## src/design/nss_pkg.sv

```systemverilog
// Package for the NCO setting search: constants, stage types and the prescaler table.
// It depends on nothing; every other file of the block but nss_req_if uses it.
package nss_pkg;

   localparam int PHASE_FRACTION_BITS = 17;
   localparam int TUNING_WORD_WIDTH   = 16;
   localparam int SEL_COUNT           = 8;
   localparam int SEL_W               = 3;
   localparam int MIN_SHIFT           = 1;
   localparam int MAX_SHIFT           = 12;
   // Largest and smallest total shift n over all prescalers.
   localparam int MAX_N               = PHASE_FRACTION_BITS + MAX_SHIFT;
   localparam int MIN_N               = PHASE_FRACTION_BITS + MIN_SHIFT;
   localparam int SH_W                = $clog2(MAX_N + 1);
   // One division cell for each bit of the dividend target << MAX_N.
   localparam int DIV_STEPS           = 32 + MAX_N;
   // Quotient bits that any prescaler reads.
   localparam int QW                  = MAX_N - MIN_N + TUNING_WORD_WIDTH;
   localparam int PROD_W              = 32 + TUNING_WORD_WIDTH;

   localparam logic [31:0] CLOCK_RESET = 32'd100000000;
   localparam logic [31:0] ERR_INIT    = 32'hffffffff;
   localparam logic [1:0]  NO_CHANNEL  = 2'd3;

   typedef struct packed {
      logic                  valid;
      logic [1:0]            channel;
      logic [31:0]           target;
      logic                  oor;
      logic                  czero;
      logic [31:0]           rem;
      logic [QW-1:0]         quo;
   } div_stage_type;

   typedef struct packed {
      logic                          valid;
      logic [1:0]                    channel;
      logic [31:0]                   target;
      logic                          oor;
      logic                          czero;
      logic [QW-1:0]                 quo;
      logic [31:0]                   best_err;
      logic [TUNING_WORD_WIDTH-1:0]  best_tw;
      logic [SEL_W-1:0]              best_sel;
      logic [31:0]                   best_act;
   } eval_stage_type;

   // Prescaler selector to shift.
   function automatic logic [SH_W-1:0] shift_of(input logic [SEL_W-1:0] sel);
      logic [SH_W-1:0] s;
      unique case (sel)
         3'd0: s = SH_W'(1);
         3'd1: s = SH_W'(2);
         3'd2: s = SH_W'(3);
         3'd3: s = SH_W'(6);
         3'd4: s = SH_W'(7);
         3'd5: s = SH_W'(10);
         3'd6: s = SH_W'(11);
         default: s = SH_W'(12);
      endcase
      return s;
   endfunction

endpackage

```

## src/design/nss_eval_cell.sv

```systemverilog
// Evaluates one prescaler: forms its tuning word and product, then keeps the better setting.
// Depends on nss_pkg for the stage type and the prescaler table.
module nss_eval_cell (
   input  logic                        clock,
   input  logic                        reset,
   input  logic                        advance,
   input  logic [31:0]                 clock_hz,
   input  logic [nss_pkg::SEL_W-1:0]   sel,
   input  nss_pkg::eval_stage_type     stage_in,
   output nss_pkg::eval_stage_type     stage_out
);

   localparam int TWW = nss_pkg::TUNING_WORD_WIDTH;

   nss_pkg::eval_stage_type mid_ff, stage_ff, stage_in_w;
   logic [TWW-1:0]              cand_tw_ff, cand_tw_in;
   logic [nss_pkg::PROD_W-1:0]  cand_prod_ff, cand_prod_in;
   logic [nss_pkg::SH_W-1:0]    n_w;
   logic [nss_pkg::QW-1:0]      q_shifted;
   logic [TWW-1:0]              tw1;
   logic [nss_pkg::PROD_W-1:0]  p_shifted;
   logic [31:0]                 act, err;

   assign n_w = nss_pkg::SH_W'(nss_pkg::PHASE_FRACTION_BITS) + nss_pkg::shift_of(sel);

   // First half: pick the quotient slice and multiply the clock by the next word.
   always_comb begin
      q_shifted    = stage_in.quo >> (nss_pkg::SH_W'(nss_pkg::MAX_N) - n_w);
      cand_tw_in   = stage_in.czero ? '0 : q_shifted[TWW-1:0];
      tw1          = cand_tw_in + TWW'(1);
      cand_prod_in = nss_pkg::PROD_W'(clock_hz) * nss_pkg::PROD_W'(tw1);
   end

   // Second half: actual frequency, error and strict compare against the best so far.
   always_comb begin
      p_shifted  = cand_prod_ff >> n_w;
      act        = p_shifted[31:0];
      err        = (act >= mid_ff.target) ? (act - mid_ff.target) : (mid_ff.target - act);
      stage_in_w = mid_ff;
      if (!mid_ff.oor && (err < mid_ff.best_err)) begin
         stage_in_w.best_err = err;
         stage_in_w.best_tw  = cand_tw_ff;
         stage_in_w.best_sel = sel;
         stage_in_w.best_act = act;
      end
   end

   // Valid bits under reset.
   always_ff @(posedge clock) begin
      if (reset) begin
         mid_ff.valid   <= 1'b0;
         stage_ff.valid <= 1'b0;
      end else if (advance) begin
         mid_ff.valid   <= stage_in.valid;
         stage_ff.valid <= stage_in_w.valid;
      end
   end

   // Payload of both halves.
   always_ff @(posedge clock) begin
      if (advance) begin
         mid_ff.channel  <= stage_in.channel;
         mid_ff.target   <= stage_in.target;
         mid_ff.oor      <= stage_in.oor;
         mid_ff.czero    <= stage_in.czero;
         mid_ff.quo      <= stage_in.quo;
         mid_ff.best_err <= stage_in.best_err;
         mid_ff.best_tw  <= stage_in.best_tw;
         mid_ff.best_sel <= stage_in.best_sel;
         mid_ff.best_act <= stage_in.best_act;
         cand_tw_ff      <= cand_tw_in;
         cand_prod_ff    <= cand_prod_in;
         stage_ff.channel  <= stage_in_w.channel;
         stage_ff.target   <= stage_in_w.target;
         stage_ff.oor      <= stage_in_w.oor;
         stage_ff.czero    <= stage_in_w.czero;
         stage_ff.quo      <= stage_in_w.quo;
         stage_ff.best_err <= stage_in_w.best_err;
         stage_ff.best_tw  <= stage_in_w.best_tw;
         stage_ff.best_sel <= stage_in_w.best_sel;
         stage_ff.best_act <= stage_in_w.best_act;
      end
   end

   assign stage_out = stage_ff;

endmodule

```

## config.mk

```make
export PLATFORM = sky130hd
export DESIGN_NAME = nss_eval_cell
export DESIGN_NICKNAME = d
export VERILOG_FILES = /design/src/design/nss_pkg.sv /design/src/design/nss_eval_cell.sv
export SDC_FILE = /design/constraint.sdc
export NUM_CORES = 2
export LEC_CHECK = 0
export BUFFER_PORTS_ARGS = -buffer_cell sky130_fd_sc_hd__buf_2
export CAP_MARGIN = 10
export CORE_AREA = 5 5 289 291
export DETAILED_ROUTE_END_ITERATION = 10
export DIE_AREA = 0 0 294 296
export SYNTH_ARGS = -nofsm -noshare
export SYNTH_HDL_FRONTEND = slang
export SYNTH_SLANG_ARGS = --single-unit
```

## constraint.sdc

```tcl
create_clock -name clock -period 21.4 [get_ports clock]
set_clock_uncertainty 0.05 [all_clocks]
set_input_delay 2.14 -clock clock [delete_from_list [all_inputs] [get_ports clock]]
set_output_delay 2.14 -clock clock [all_outputs]
set_load 0.03 [all_outputs]
```

==> impl_metrics.py <==
metrics = {
    "routing": {
        "vias": 25900,
        "via_per_inst": 5.34,
        "drc_errors": 0,
        "drt_iter0_markers": 1590,
        "antenna_left": 0,
        "wl_per_cell_um": 19.9,
        "wl_um": 96400,
        "drt-pass1-iter-count": 5,
    },
    "finish": {
        "final_common_cell": "inv_1",
        "layout_common_cells": "inv_1 (609), nand2_1 (501), fa_1 (420)",
        "drive_above_1_share_pct": 14.9,
        "fill_cells": 7482,
        "fin_nets": 4587,
        "area_delta_synth_final_pct": 10.3,
    },
    "global_routing": {
        "antenna_found_initial": 1,
        "grt_max_degree": 171,
        "grt_pass1_wl_um": 150000,
        "grt_pass1_vias": 26200,
        "grt_remaining_overflow": 0,
        "grt_usage_pct": 21.9,
    },
    "yosys": {
        "synth-adder-area-share_pct": 31.1,
        "syn_nets": 4374,
        "yosysWarnings": 0,
        "synth_top_family_by_area": "adder cells",
        "synth-xor-area-share_pct": 2.14,
        "synth_seq_cells": 350,
        "synth_edf_count": 348,
        "yosysUniqueCellTypes": 87,
        "synth_compound_area_share_pct": 9.31,
        "synth_flop_cell": "edfxtp_1",
        "muxShareOfSynthArea_pct": 6.88,
        "synthArstFlopShare_pct": 0,
        "netlist_area_mm2": 0.0358,
        "synth_simple_gate_area_share_pct": 12.7,
        "netlist_instances": 3552,
        "yosysSeqAreaShare_pct": 29.3,
        "synth.avg_cell_area_um2": 10.1,
    },
    "worst_hold_path": {
        "worstHoldPathType": "reg2reg",
        "holdCritStartpoint": "mid_ff[88]",
    },
    "critical_path": {
        "endpoint_kind": "flop",
        "crit_buf_inv": 12,
        "r2r-start": "cand_prod_ff[45]",
        "cpMostUsedCell": "inv_1",
        "critPathMaxFanout": 42,
        "startpoint": "sel[2]",
        "arrival_ps": 13500,
        "crit_path_start_kind": "primary input",
        "slowest_stage": "buf_2",
        "cp_top_family": "adder cells",
        "critPathKind": "in2reg",
        "critical_path.max_stage_delay_ps": 590,
        "required_ps": 21650,
    },
    "timing": {
        "rsz0062_at_grt": "no",
        "finalCritPeriodShare_pct": 61.9,
        "setup_viol": 0,
        "timing.fmax_mhz": 75.4,
        "tightest_slew_ps": 1030,
        "slew_headroom_pct": 31.6,
        "hold_ws_ps": 366,
        "fin_crit_ps": 13250,
        "finalHoldViolations": 0,
        "slew_violations": 0,
        "tns_ps": 0,
    },
    "clock_tree": {
        "worstSkewPairLatency_ps": 550,
        "htree_levels": 2,
        "cts_root_buf": "clkbuf_16",
        "cts-resized-gates": 0,
        "clkSinkCount": 350,
        "cts_setup_buffers": 0,
        "cts.clk_slew.worst_paths_ps": 60,
        "cts_tree": "built",
        "cts_hold_buf": 0,
        "clockBufferDepth": 3,
        "cts_buffers": 36,
    },
    "die": {
        "fp.coreArea_mm2": 0.0803,
        "ios": 332,
        "die_h_um": 296,
        "die_w_um": 294,
        "initial_utilization_pct": 44.6,
        "num_rows": 104,
        "die_area_mm2": 0.0870,
    },
    "placement": {
        "gp_congestion": 0.924,
        "port_buffers": 331,
        "dpl.hpwl_um": 73500,
    },
    "run_status": {
        "status": "finished, final reports clean",
    },
    "flow_run": {
        "maxCapViolations": 0,
    },
}
-- flip-flops by register name (all words and copies together), names as in the netlist --
| name | flops |
|---|---|
| cand_tw_ff | 16 |
| mid_ff | 147 |
| stage_out | 147 |
| cand_prod_ff | 40 |
-- cells in the mapped netlist (all sizes together), types with 4 or more instances --
cell type	instances	area share [%]
a2111oi	5	0.14
a211o	6	0.15
a211oi	28	0.62
a21o	58	1.2
a21oi	186	2.6
a221oi	8	0.25
a311o	5	0.14
a31o	5	0.12
a31oi	22	0.40
a41oi	4	0.098
and2	166	2.9
and3	11	0.19
and4	4	0.10
buf	53	0.84
clkbuf	131	1.4
edfxtp	348	29
fa	420	23
ha	217	7.6
inv	610	6.4
mux2	63	2.0
mux2i	80	2.2
mux4	42	2.7
nand2	502	5.3
nand2b	13	0.23
nand3	24	0.34
nand4	33	0.58
nor2	146	1.5
nor2b	20	0.35
nor3	33	0.53
nor4	5	0.13
o211ai	19	0.41
o21a	18	0.38
o21ai	90	1.3
o21bai	23	0.48
o22a	4	0.098
o22ai	4	0.070
o31ai	7	0.15
or2	9	0.16
xnor2	54	1.3
xor2	31	0.82
-- worst reg2reg max path: cells and delay by family (launching register included) --
kind / cells / cell delay (ps)
AO/OA/AOI/OAI: 10 / 3580
AND/OR/NAND/NOR: 6 / 1420
buffers and inverters: 4 / 1410
multiplexers: 3 / 1040
adder cells (fa/ha/maj): 2 / 750
flip-flops: 1 / 440
XOR/XNOR: 1 / 150
-- stage by stage --
step                      instances  utilization (%)  setup slack, ps  cell area (um^2)
after global placement         4787             47.8             7810             38400
final                          4852             49.2             8150             39500
after floorplan                3552                -             7440             35800
after detailed placement       4787             47.8             7630             38400
after global routing           4850             49.2             7430             39500
after CTS                      4849             49.2             8200             39500
-- routing by layer --
| metal | up-vias | GRT usage [%] | share of wire [%] |
|---|---|---|---|
| met5 | - | 0 | 0 |
| met4 | 0 | 4.38 | 1.8 |
| met3 | 95 | 2.12 | 4.8 |
| met2 | 729 | 38.8 | 50 |
| met1 | 13000 | 29.6 | 43 |
| li1 | 12100 | - | - |
-- final cells by class --
type | count | area, um^2 | area share [%]
clock buffers | 40 | 916 | 2.32
flip-flops and latches | 350 | 10500 | 26.6
repair buffers | 359 | 1890 | 4.79
inverters | 610 | 2290 | 5.80
clock inverters | 22 | 196 | 0.498
well taps | 1060 | 1330 | 3.36
diodes | 3 | 7.51 | 0.0190
multi-input cells | 2408 | 22400 | 56.6
-- final timing paths --
kind	depth (start not counted)	end	slack, ps
setup reg to reg	26	stage_out[35]	12310
hold / removal	0	stage_out[88]	370
setup / recovery	42	cand_prod_ff[46]	8150
hold reg to reg	0	stage_out[88]	370
-- cells by family after synthesis --
group / Yosys count
adder cells (fa/ha/maj): 637
flip-flops: 350
multiplexers: 185
AO/OA/AOI/OAI: 520
AND/OR/NAND/NOR: 981
buffers and inverters: 794
XOR/XNOR: 85
Power is left out: the tool's default activity adds up to more than one toggle a clock period on the data nets, which glitch-free logic cannot reach.
