--- src/design/nss_pkg.sv ---
// Package for the NCO setting search: constants, stage types and the prescaler table.
// It depends on nothing; every other file of the block but nss_req_if uses it.
package nss_pkg;

   localparam int PHASE_FRACTION_BITS = 17;
   localparam int TUNING_WORD_WIDTH   = 16;
   localparam int SEL_COUNT           = 8;
   localparam int SEL_W               = 3;
   localparam int MIN_SHIFT           = 1;
   localparam int MAX_SHIFT           = 12;
   // Largest and smallest total shift n over all prescalers.
   localparam int MAX_N               = PHASE_FRACTION_BITS + MAX_SHIFT;
   localparam int MIN_N               = PHASE_FRACTION_BITS + MIN_SHIFT;
   localparam int SH_W                = $clog2(MAX_N + 1);
   // One division cell for each bit of the dividend target << MAX_N.
   localparam int DIV_STEPS           = 32 + MAX_N;
   // Quotient bits that any prescaler reads.
   localparam int QW                  = MAX_N - MIN_N + TUNING_WORD_WIDTH;
   localparam int PROD_W              = 32 + TUNING_WORD_WIDTH;

   localparam logic [31:0] CLOCK_RESET = 32'd100000000;
   localparam logic [31:0] ERR_INIT    = 32'hffffffff;
   localparam logic [1:0]  NO_CHANNEL  = 2'd3;

   typedef struct packed {
      logic                  valid;
      logic [1:0]            channel;
      logic [31:0]           target;
      logic                  oor;
      logic                  czero;
      logic [31:0]           rem;
      logic [QW-1:0]         quo;
   } div_stage_type;

   typedef struct packed {
      logic                          valid;
      logic [1:0]                    channel;
      logic [31:0]                   target;
      logic                          oor;
      logic                          czero;
      logic [QW-1:0]                 quo;
      logic [31:0]                   best_err;
      logic [TUNING_WORD_WIDTH-1:0]  best_tw;
      logic [SEL_W-1:0]              best_sel;
      logic [31:0]                   best_act;
   } eval_stage_type;

   // Prescaler selector to shift.
   function automatic logic [SH_W-1:0] shift_of(input logic [SEL_W-1:0] sel);
      logic [SH_W-1:0] s;
      unique case (sel)
         3'd0: s = SH_W'(1);
         3'd1: s = SH_W'(2);
         3'd2: s = SH_W'(3);
         3'd3: s = SH_W'(6);
         3'd4: s = SH_W'(7);
         3'd5: s = SH_W'(10);
         3'd6: s = SH_W'(11);
         default: s = SH_W'(12);
      endcase
      return s;
   endfunction

endpackage

--- src/design/nss_div_cell.sv ---
// One restoring division step: brings in one dividend bit and forms one quotient bit.
// Depends on nss_pkg for the stage type.
module nss_div_cell (
   input  logic                   clock,
   input  logic                   reset,
   input  logic                   advance,
   input  logic [31:0]            clock_hz,
   input  logic                   div_bit,
   input  nss_pkg::div_stage_type stage_in,
   output nss_pkg::div_stage_type stage_out
);

   nss_pkg::div_stage_type stage_ff, stage_in_w;
   logic [32:0] trial;
   logic        ge;

   // Shift in the next bit and subtract the divisor when it fits.
   always_comb begin
      trial      = {stage_in.rem, div_bit};
      ge         = (trial >= {1'b0, clock_hz});
      stage_in_w = stage_in;
      stage_in_w.rem = ge ? 32'(trial - {1'b0, clock_hz}) : trial[31:0];
      stage_in_w.quo = {stage_in.quo[nss_pkg::QW-2:0], ge};
   end

   // Valid bit under reset.
   always_ff @(posedge clock) begin
      if (reset) begin
         stage_ff.valid <= 1'b0;
      end else if (advance) begin
         stage_ff.valid <= stage_in_w.valid;
      end
   end

   // Payload moves on with the pipeline.
   always_ff @(posedge clock) begin
      if (advance) begin
         stage_ff.channel <= stage_in_w.channel;
         stage_ff.target  <= stage_in_w.target;
         stage_ff.oor     <= stage_in_w.oor;
         stage_ff.czero   <= stage_in_w.czero;
         stage_ff.rem     <= stage_in_w.rem;
         stage_ff.quo     <= stage_in_w.quo;
      end
   end

   assign stage_out = stage_ff;

endmodule

--- config.mk ---
export PLATFORM = sky130hd
export DESIGN_NAME = nss_div_cell
export DESIGN_NICKNAME = d
export VERILOG_FILES = /design/src/design/nss_pkg.sv /design/src/design/nss_div_cell.sv
export SDC_FILE = /design/constraint.sdc
export NUM_CORES = 1
export LEC_CHECK = 0
export ABC_AREA = 1
export CAP_MARGIN = 10
export CELL_PAD_IN_SITES_DETAIL_PLACEMENT = 1
export CELL_PAD_IN_SITES_GLOBAL_PLACEMENT = 1
export CORE_ASPECT_RATIO = 1.25
export CORE_UTILIZATION = 46
export DETAILED_ROUTE_END_ITERATION = 16
export DONT_BUFFER_PORTS = 1
export PLACE_DENSITY_LB_ADDON = 0.1
export SLEW_MARGIN = 20
export SYNTH_ARGS = -nofsm -noshare
export SYNTH_HDL_FRONTEND = slang
export SYNTH_SLANG_ARGS = --single-unit
--- constraint.sdc ---
create_clock -name clock -period 2.7 [get_ports clock]
set_clock_uncertainty 0.2 [all_clocks]
set_input_delay 0.27 -clock clock [delete_from_list [all_inputs] [get_ports clock]]
set_output_delay 0.27 -clock clock [all_outputs]
set_load 0.1 [all_outputs]
==> summary.txt, run 1 <==
Clock network
  – Latest clock arrival within the worst-skew pair: 0.35 ns
  – CTS tree: done
  – Clock buffer depth: 2
  – Clock slew at reported path FFs: 0.08 ns
  – H-tree levels: 3
  – Root buf cell: clkbuf_16
  – Post-CTS Resized: 0
  – # hold bufs at CTS: 90
  – CTS buffer count: 9
  – CTS sink cnt: 96

Logic synthesis
  – Net Count, Synth: 910
  – Synth Area per Inst: 8.12 um2
  – Yosys reg bits: 96
  – Top cells by area, synth: edfxtp_1 47%, nand2_1 17%, inv_1 9.3%
  – Adder-cell share of the synthesized area: 6.95%
  – Mapped cell area: 6050 um2
  – Yosys Warn Count: 0
  – Multiplexer area fraction after synthesis: 0.166%
  – Compound-Gate Fraction of Synth Area: 2.15%
  – Yosys cell types: 28
  – Synth Area in Simple Gates: 30.5%
  – Post-synth top area cell: edfxtp_1
  – XOR/XNOR share of the synthesized area: 2.03%
  – Syn Inst Count: 745
  – Top cell type's share of synthesized area: 47.2%
  – Post-synthesis sequential area ratio: 47.5%
  – Largest family of logic cells by synthesized area: simple AND/OR/NAND/NOR gates

Run status
  – Status: complete, but fails checks
  – Failing checks: hold timing

Timing
  – Highest clock rate: 425 MHz
  – Setup tns final: 0 ns
  – Max-slew violations: 0
  – Final Hold Fails: 96
  – Worst slew margin: 32.7%
  – Final setup fails: 0
  – Final worst hold slack: -0.183 ns
  – Least-Margin Pin Slew: 1.01 ns
  – RSZ-0062 raised after global routing: false
  – Min Clock Period, post-route: 2.35 ns
  – Final period util: 87.0%

Routing
  – First-pass iteration count of the detailed router: 5
  – DR DRC count: 0
  – Post-Route WL: 23400 um
  – DRT iter0 DRCs: 316
  – Antenna viol nets, final: 0
  – Via density per instance: 5.53
  – Average wire per standard cell: 23.1 um
  – Vias: 5609

Cells and area
  – Final nets: 1007
  – Number of diodes: 0
  – Layout Utilization: 58.1%
  – Non-filler cells in the finished layout: 1015
  – Area Overhead vs Synth: 22.8%
  – Max reg flops: 96
  – Final instance area: 7430 um2
  – FILL cells: 1514
  – Share of cells above drive strength 1: 5.31%

Place
  – Port Buffers: 0
  – Placed Area: 6220 um2
  – GP Congestion: 0.820
  – Placed cell count: 909
  – DP HPWL: 15100 um

Worst hold path
  – Origin of the worst min-delay path: advance
  – HP Class: input pin to flop
  – Hold path depth: 0
  – Hold worst-path end: stage_out[60]

Global route
  – Largest net degree at the start of global routing: 97
  – Global Route Usage Sum: 34.3%
  – GRT overflow: 0
  – Initial antenna violation count: 0
  – First-pass GRT wire length: 34400 um
  – Vias in the first global route: 5931

Critical path
  – Critical R2R Launch: stage_out[95]
  – Max stage delay on crit path: 0.40 ns
  – R2R cell count: 3
  – WP data arrival: 2.37 ns
  – CP Launch Type: input pin
  – R2R Path End: stage_out[95]
  – Worst path required time: 2.72 ns
  – Worst Path Max Fanout: 21
  – CP Capture Type: flop
  – Flop-to-flop setup slack: 0.54 ns
  – Setup CP Type: input pin to flop
  – Highest-delay cell along the critical path: ha_1
  – Critical path, cell by cell: inv_1, ha_1, nand2_1, nand2_1, inv_1, nand2_1, inv_1, nand3_2, nand2_2, nand2_2, nand2_4, buf_4, nand3_1, nand2_1
  – Most used cell, CP: nand2_1

Job
  – Max_cap viols: 0

Die
  – Chip Height: 130 um
  – Die area: 13600 um2
  – Starting Density: 47.3%
  – Die Wd: 105 um
  – Rows: 46
  – Io pins: 228
  – Core ar.: 12800 um2

Power and ir drop
  – Power Density: 724 nW/um2
  – Leakage: 3.65 nW
  – Maximum VDD drop: 377 uV
[layout by cell type, fill, tap and decap left out]
| cell type | netlist | routed |
|---|---|---|
| xor2_1 | 13 | 13 |
| nor2_2 | 3 | 3 |
| ha_1 | 32 | 32 |
| nand2_8 | 1 | 1 |
| a21o_1 | 2 | 2 |
| inv_6 | 0 | 1 |
| nand3_2 | 11 | 11 |
| xnor2_1 | 1 | 1 |
| a21oi_1 | 21 | 21 |
| inv_8 | 0 | 2 |
| nor3_1 | 6 | 6 |
| clkinvlp_4 | 0 | 1 |
| nand4_1 | 3 | 3 |
| clkinv_4 | 0 | 2 |
| buf_4 | 0 | 6 |
| edfxtp_1 | 95 | 95 |
| mux2i_1 | 1 | 1 |
| dfxtp_1 | 1 | 1 |
| dlygate4sd3_1 | 0 | 90 |
| nand2_4 | 1 | 1 |
| and2_1 | 8 | 8 |
| nand3_1 | 56 | 56 |
| bufinv_16 | 0 | 1 |
| nor2_4 | 1 | 1 |
| inv_1 | 150 | 150 |
| fa_1 | 1 | 1 |
| nand2_2 | 3 | 3 |
| clkbuf_16 | 0 | 9 |
| nand3b_1 | 11 | 11 |
| nor3_2 | 3 | 3 |
| nand2_1 | 274 | 274 |
| o21ai_0 | 2 | 2 |
| nor2_1 | 35 | 35 |
[final cells by class]
class | count | area, um2 | area share [%]
Clock buffer | 9 | 225 | 3.03
Sequential cell | 96 | 2870 | 38.7
Multi-Input combinational cell | 489 | 2520 | 34.0
Timing Repair Buffer | 96 | 946 | 12.7
Tap cell | 168 | 210 | 2.83
Inverter | 150 | 563 | 7.58
Clock inverter | 7 | 86.3 | 1.16
[Yosys cell counts]
library cell / n
dfxtp_1: 1
nand2_4: 1
buf_12: 2
nand2_8: 1
nand4_1: 3
nand2_1: 274
nand3_1: 56
nand3_2: 11
nor2_4: 1
fa_1: 1
xor2_1: 13
edfxtp_1: 95
buf_2: 7
a21o_1: 2
xnor2_1: 1
nor3_1: 6
a21oi_1: 21
nor2_1: 35
nand2_2: 3
mux2i_1: 1
inv_1: 150
nand3b_1: 11
nor2_2: 3
nor3_2: 3
buf_6: 1
and2_1: 8
o21ai_0: 2
ha_1: 32
[critical path, delay by kind of cell]
kind | cells | cell delay (ns)
buffers and inverters | 4 | 0.51
adders and majority gates | 1 | 0.40
and+or+nand+nor | 9 | 1.17
[worst max-delay path by stage]
| stage | start | end | slack [ns] | cells after the start |
|---|---|---|---|---|
| after global placement | div_bit | stage_out[55] | 0.17 | 13 |
| final | clock_hz[8] | stage_out[30] | 0.35 | 14 |
| after global routing | clock_hz[2] | stage_out[38] | 0.26 | 14 |
| after floorplan | div_bit | stage_out[43] | 0.63 | 13 |
| after CTS | clock_hz[24] | stage_out[38] | 0.43 | 12 |
| after detailed placement | clock_hz[24] | stage_out[30] | 0.08 | 12 |
[per-stage QoR]
stage / power (W) / setup WS [ns]
final: 0.00538 / 0.350
after floorplan: 0.00355 / 0.632
after CTS: 0.00525 / 0.432
after detailed placement: 0.00378 / 0.0828
after global routing: 0.00548 / 0.256
after global placement: 0.00372 / 0.171
[cells by family (layout without fill, tap and decap cells)]
kind of cell | count (synthesis) | after routing
DFF | 96 | 96
adders and majority gates | 33 | 33
xor gates and xnor gates | 14 | 14
AOI/OAI and AO/OA | 25 | 25
and+or+nand+nor | 416 | 416
buffers and inverters | 160 | 262
muxes | 1 | 1
[power by group]
part / internal (W) / switching (W)
registers: 0.00184 / 0.00117
logic: 0.000332 / 0.000591
clock network: 0.000742 / 0.000703
[layer usage]
| metal | track usage [%] | vias to the layer above | wire [um] |
|---|---|---|---|
| met4 | 17.7 | 0 | 1070 |
| met2 | 65.3 | 335 | 12500 |
| met3 | 5.74 | 83 | 1490 |
| met1 | 36.6 | 2658 | 8360 |
| li1 | - | 2533 | - |
| met5 | 0 | - | 0 |
[timing repair]
item / 4_1_cts / 5_1_grt
setup endpoints to repair: 0 / 0
setup buffers: 0 / 0
hold endpoints to repair: 184 / 95
(Power assumes the default switching activity.)
==> inputs of run 2 (changes only) <==
--- a/config.mk
+++ b/config.mk
@@ -13,7 +13,8 @@
 export CORE_UTILIZATION = 46
 export DETAILED_ROUTE_END_ITERATION = 16
 export DONT_BUFFER_PORTS = 1
-export PLACE_DENSITY_LB_ADDON = 0.1
+export PLACE_DENSITY_LB_ADDON = 0.25
+export SKIP_LAST_GASP = 1
 export SLEW_MARGIN = 20
 export SYNTH_ARGS = -nofsm -noshare
 export SYNTH_HDL_FRONTEND = slang
==> run 2 against run 1 <==
The run still ends with hold timing left. Cell area is essentially flat. Routed wire length is 4.3% lower. Setup slack lost 0.028 ns. Critical path depth shrank 1. Worst hold slack improved by 0.0051 ns. Non-clock buffer count unchanged. First-iteration DRC count is 0.63% higher. Clock-buffer cell count unchanged. Core utilization hardly changed. Register-to-register slack got worse by 0.03 ns. Sequential cell count is the same. Via count is 2.3% lower. Critical path type unchanged.
==> summary.txt, run 2 (synthesized netlist as in run 1, its figures left out) <==
Global route
  – Initial antenna violation count: 1 (+1)
  – GRT overflow: 0 (unchanged)
  – Global Route Usage Sum: 33.0% (-1.3 points)
  – Largest net degree at the start of global routing: 97 (unchanged)
  – Vias in the first global route: 5800 (-2.2%)
  – First-pass GRT wire length: 33200 um (-3.4%)

Die
  – Rows: 46 (unchanged)
  – Die area: 13600 um2 (unchanged)
  – Chip Height: 130 um (unchanged)
  – Die Wd: 105 um (unchanged)
  – Core ar.: 12800 um2 (unchanged)
  – Io pins: 228 (unchanged)
  – Starting Density: 47.3% (unchanged)

Routing
  – DR DRC count: 0 (unchanged)
  – DRT iter0 DRCs: 318 (+0.63%)
  – Antenna viol nets, final: 0 (unchanged)
  – Average wire per standard cell: 22.0 um (-4.4%)
  – Met2 routed WL: 12000 um (-3.8%)
  – Post-Route WL: 22400 um (-4.3%)
  – Via density per instance: 5.40 (-2.4%)
  – Vias: 5482 (-2.3%)
  – First-pass iteration count of the detailed router: 5 (unchanged)
  – Routed wl met3: 1300 um (-12%)
  – Highest routing layer actually used: met4
  – Routed metal-1 wire length: 8230 um (-1.6%)

Run status
  – Status: complete, but fails checks
  – Failing checks: hold timing

Timing
  – Min Clock Period, post-route: 2.38 ns (+0.0283 ns)
  – Least-Margin Pin Slew: 1.04 ns (+0.0350 ns)
  – Final worst hold slack: -0.177 ns (+0.00511 ns)
  – Setup tns final: 0 ns (unchanged)
  – Final setup fails: 0 (unchanged)
  – Worst slew margin: 30.3% (-2.3 points)
  – Max-slew violations: 0 (unchanged)
  – Final period util: 88.1% (+1.0 points)
  – RSZ-0062 raised after global routing: false
  – Final Hold Fails: 95 (-1.0%)
  – Highest clock rate: 420 MHz (-1.2%)

Cells and area
  – Share of cells above drive strength 1: 5.08% (-0.24 points)
  – Non-filler cells in the finished layout: 1016 (+0.099%)
  – Max reg flops: 96 (unchanged)
  – Final nets: 1007 (unchanged)
  – Commonest non-fill, non-tap cell in the layout: nand2_1
  – Most frequent cells in the layout: 274 x nand2_1, 150 x inv_1, 95 x edfxtp_1
  – FILL cells: 1522 (+0.53%)
  – Area Overhead vs Synth: 22.8% (about the same)
  – Final instance area: 7420 um2 (about the same)

Critical path
  – Worst Path Max Fanout: 3 (-86%)
  – Worst path required time: 2.62 ns (-0.10 ns)
  – Crit path launch: div_bit
  – Critical R2R Launch: stage_out[95]
  – CP Capture Type: flop
  – R2R Path End: stage_out[95]
  – WP data arrival: 2.29 ns (-0.08 ns)
  – CP endpoint: stage_out[55]
  – CP Launch Type: input pin
  – Setup CP Type: input pin to flop
  – Flop-to-flop setup slack: 0.51 ns (-0.03 ns)
  – R2R cell count: 3 (unchanged)

Clock network
  – H-tree levels: 3 (unchanged)
  – CTS buffer count: 9 (unchanged)
  – Post-CTS Resized: 0 (unchanged)
  – Latest clock arrival within the worst-skew pair: 0.35 ns (about the same)
  – Root buf cell: clkbuf_16
  – Clock buffer depth: 2 (unchanged)
  – # hold bufs at CTS: 92 (+2.2%)
  – Clock slew at reported path FFs: 0.08 ns (about the same)
  – CTS sink cnt: 96 (unchanged)
  – CTS tree: done
  – Post-CTS setup buffers: 0 (unchanged)

Place
  – Placed cell count: 907 (-0.22%)
  – Port Buffers: 0 (unchanged)
  – GP Congestion: 0.812 (-0.96%)
  – DP HPWL: 14600 um (-3.5%)
  – Placed Area: 6210 um2 (about the same)

Power and ir drop
  – Power Density: 705 nW/um2 (-2.5%)
  – Seq pwr share: 57.2% (+1.3 points)
  – Clock power frac: 25.1% (-1.8 points)
  – Leakage: 3.64 nW (-0.22%)
  – Switching share of power: 46.1% (+0.29 points)
  – Pint: 0.00282 W (-3.1%)
  – Total power: 0.00524 W (-2.6%)
  – Maximum VDD drop: 351 uV (-6.8%)
  – Sw Pwr: 0.00242 W (-2.0%)
  – Comb power frac: 17.7% (+0.5 points)

Job
  – Max_cap viols: 0 (unchanged)

Worst hold path
  – HP Class: input pin to flop
## run 2: metrics by stage
stage	utilization [%]	setup WS, ns
after floorplan	-	0.632
after global placement	48.6	0.150
after detailed placement	48.6	0.0717
after CTS	58.1	0.401
after global routing	58.1	0.242
final	58.1	0.321
## run 2: routing by layer
metal | vias to the layer above | GRT usage [%]
met5 | - | 0
met4 | 0 | 14.4
met3 | 57 | 5.44
met2 | 281 | 63.5
met1 | 2614 | 35.8
li1 | 2530 | -
## run 2: worst min path at each step
stage | start | end | depth (start not counted)
2_1_floorplan | reset | stage_out[95] | 1
3_3_place_gp | reset | stage_out[95] | 1
3_5_place_dp | reset | stage_out[95] | 1
4_1_cts | advance | stage_out[55] | 0
5_1_grt | advance | stage_out[54] | 0
6_report | advance | stage_out[54] | 0
## run 2: worst max-delay path, stage by stage
cell and delay [ns]:
inv_1 0.03, ha_1 0.20, fa_1 0.41, inv_1 0.17, nand3_1 0.13, nand3_1 0.25
nand3_1 0.12, nand2_1 0.23, nand2_1 0.19, nand2_1 0.11, nand2_1 0.05, nand3_1 0.08
nand2_1 0.06
## run 2: area by class of cell
cell class / instances / area, um2 / area share [%]
antenna: 1 / 2.50 / 0.0337
clock buffer: 9 / 225 / 3.03
clock inverter: 7 / 61.3 / 0.826
inverter: 150 / 563 / 7.58
multi-input combinational: 489 / 2520 / 34.0
sequential: 96 / 2870 / 38.7
tap: 168 / 210 / 2.83
timing repair buffer: 96 / 963 / 13.0
## run 2: power groups by stage
| stage | Sequential (W) | Combinational, W | Clock [W] |
|---|---|---|---|
| 5_1_grt | 0.00300 | 0.00101 | 0.00137 |
| 4_1_cts | 0.00298 | 0.000880 | 0.00129 |
| 3_3_place_gp | 0.00300 | 0.000719 | 0 |
| 3_5_place_dp | 0.00301 | 0.000759 | 0 |
| 6_report | 0.00299 | 0.000928 | 0.00131 |
| 2_1_floorplan | 0.00300 | 0.000549 | 0 |
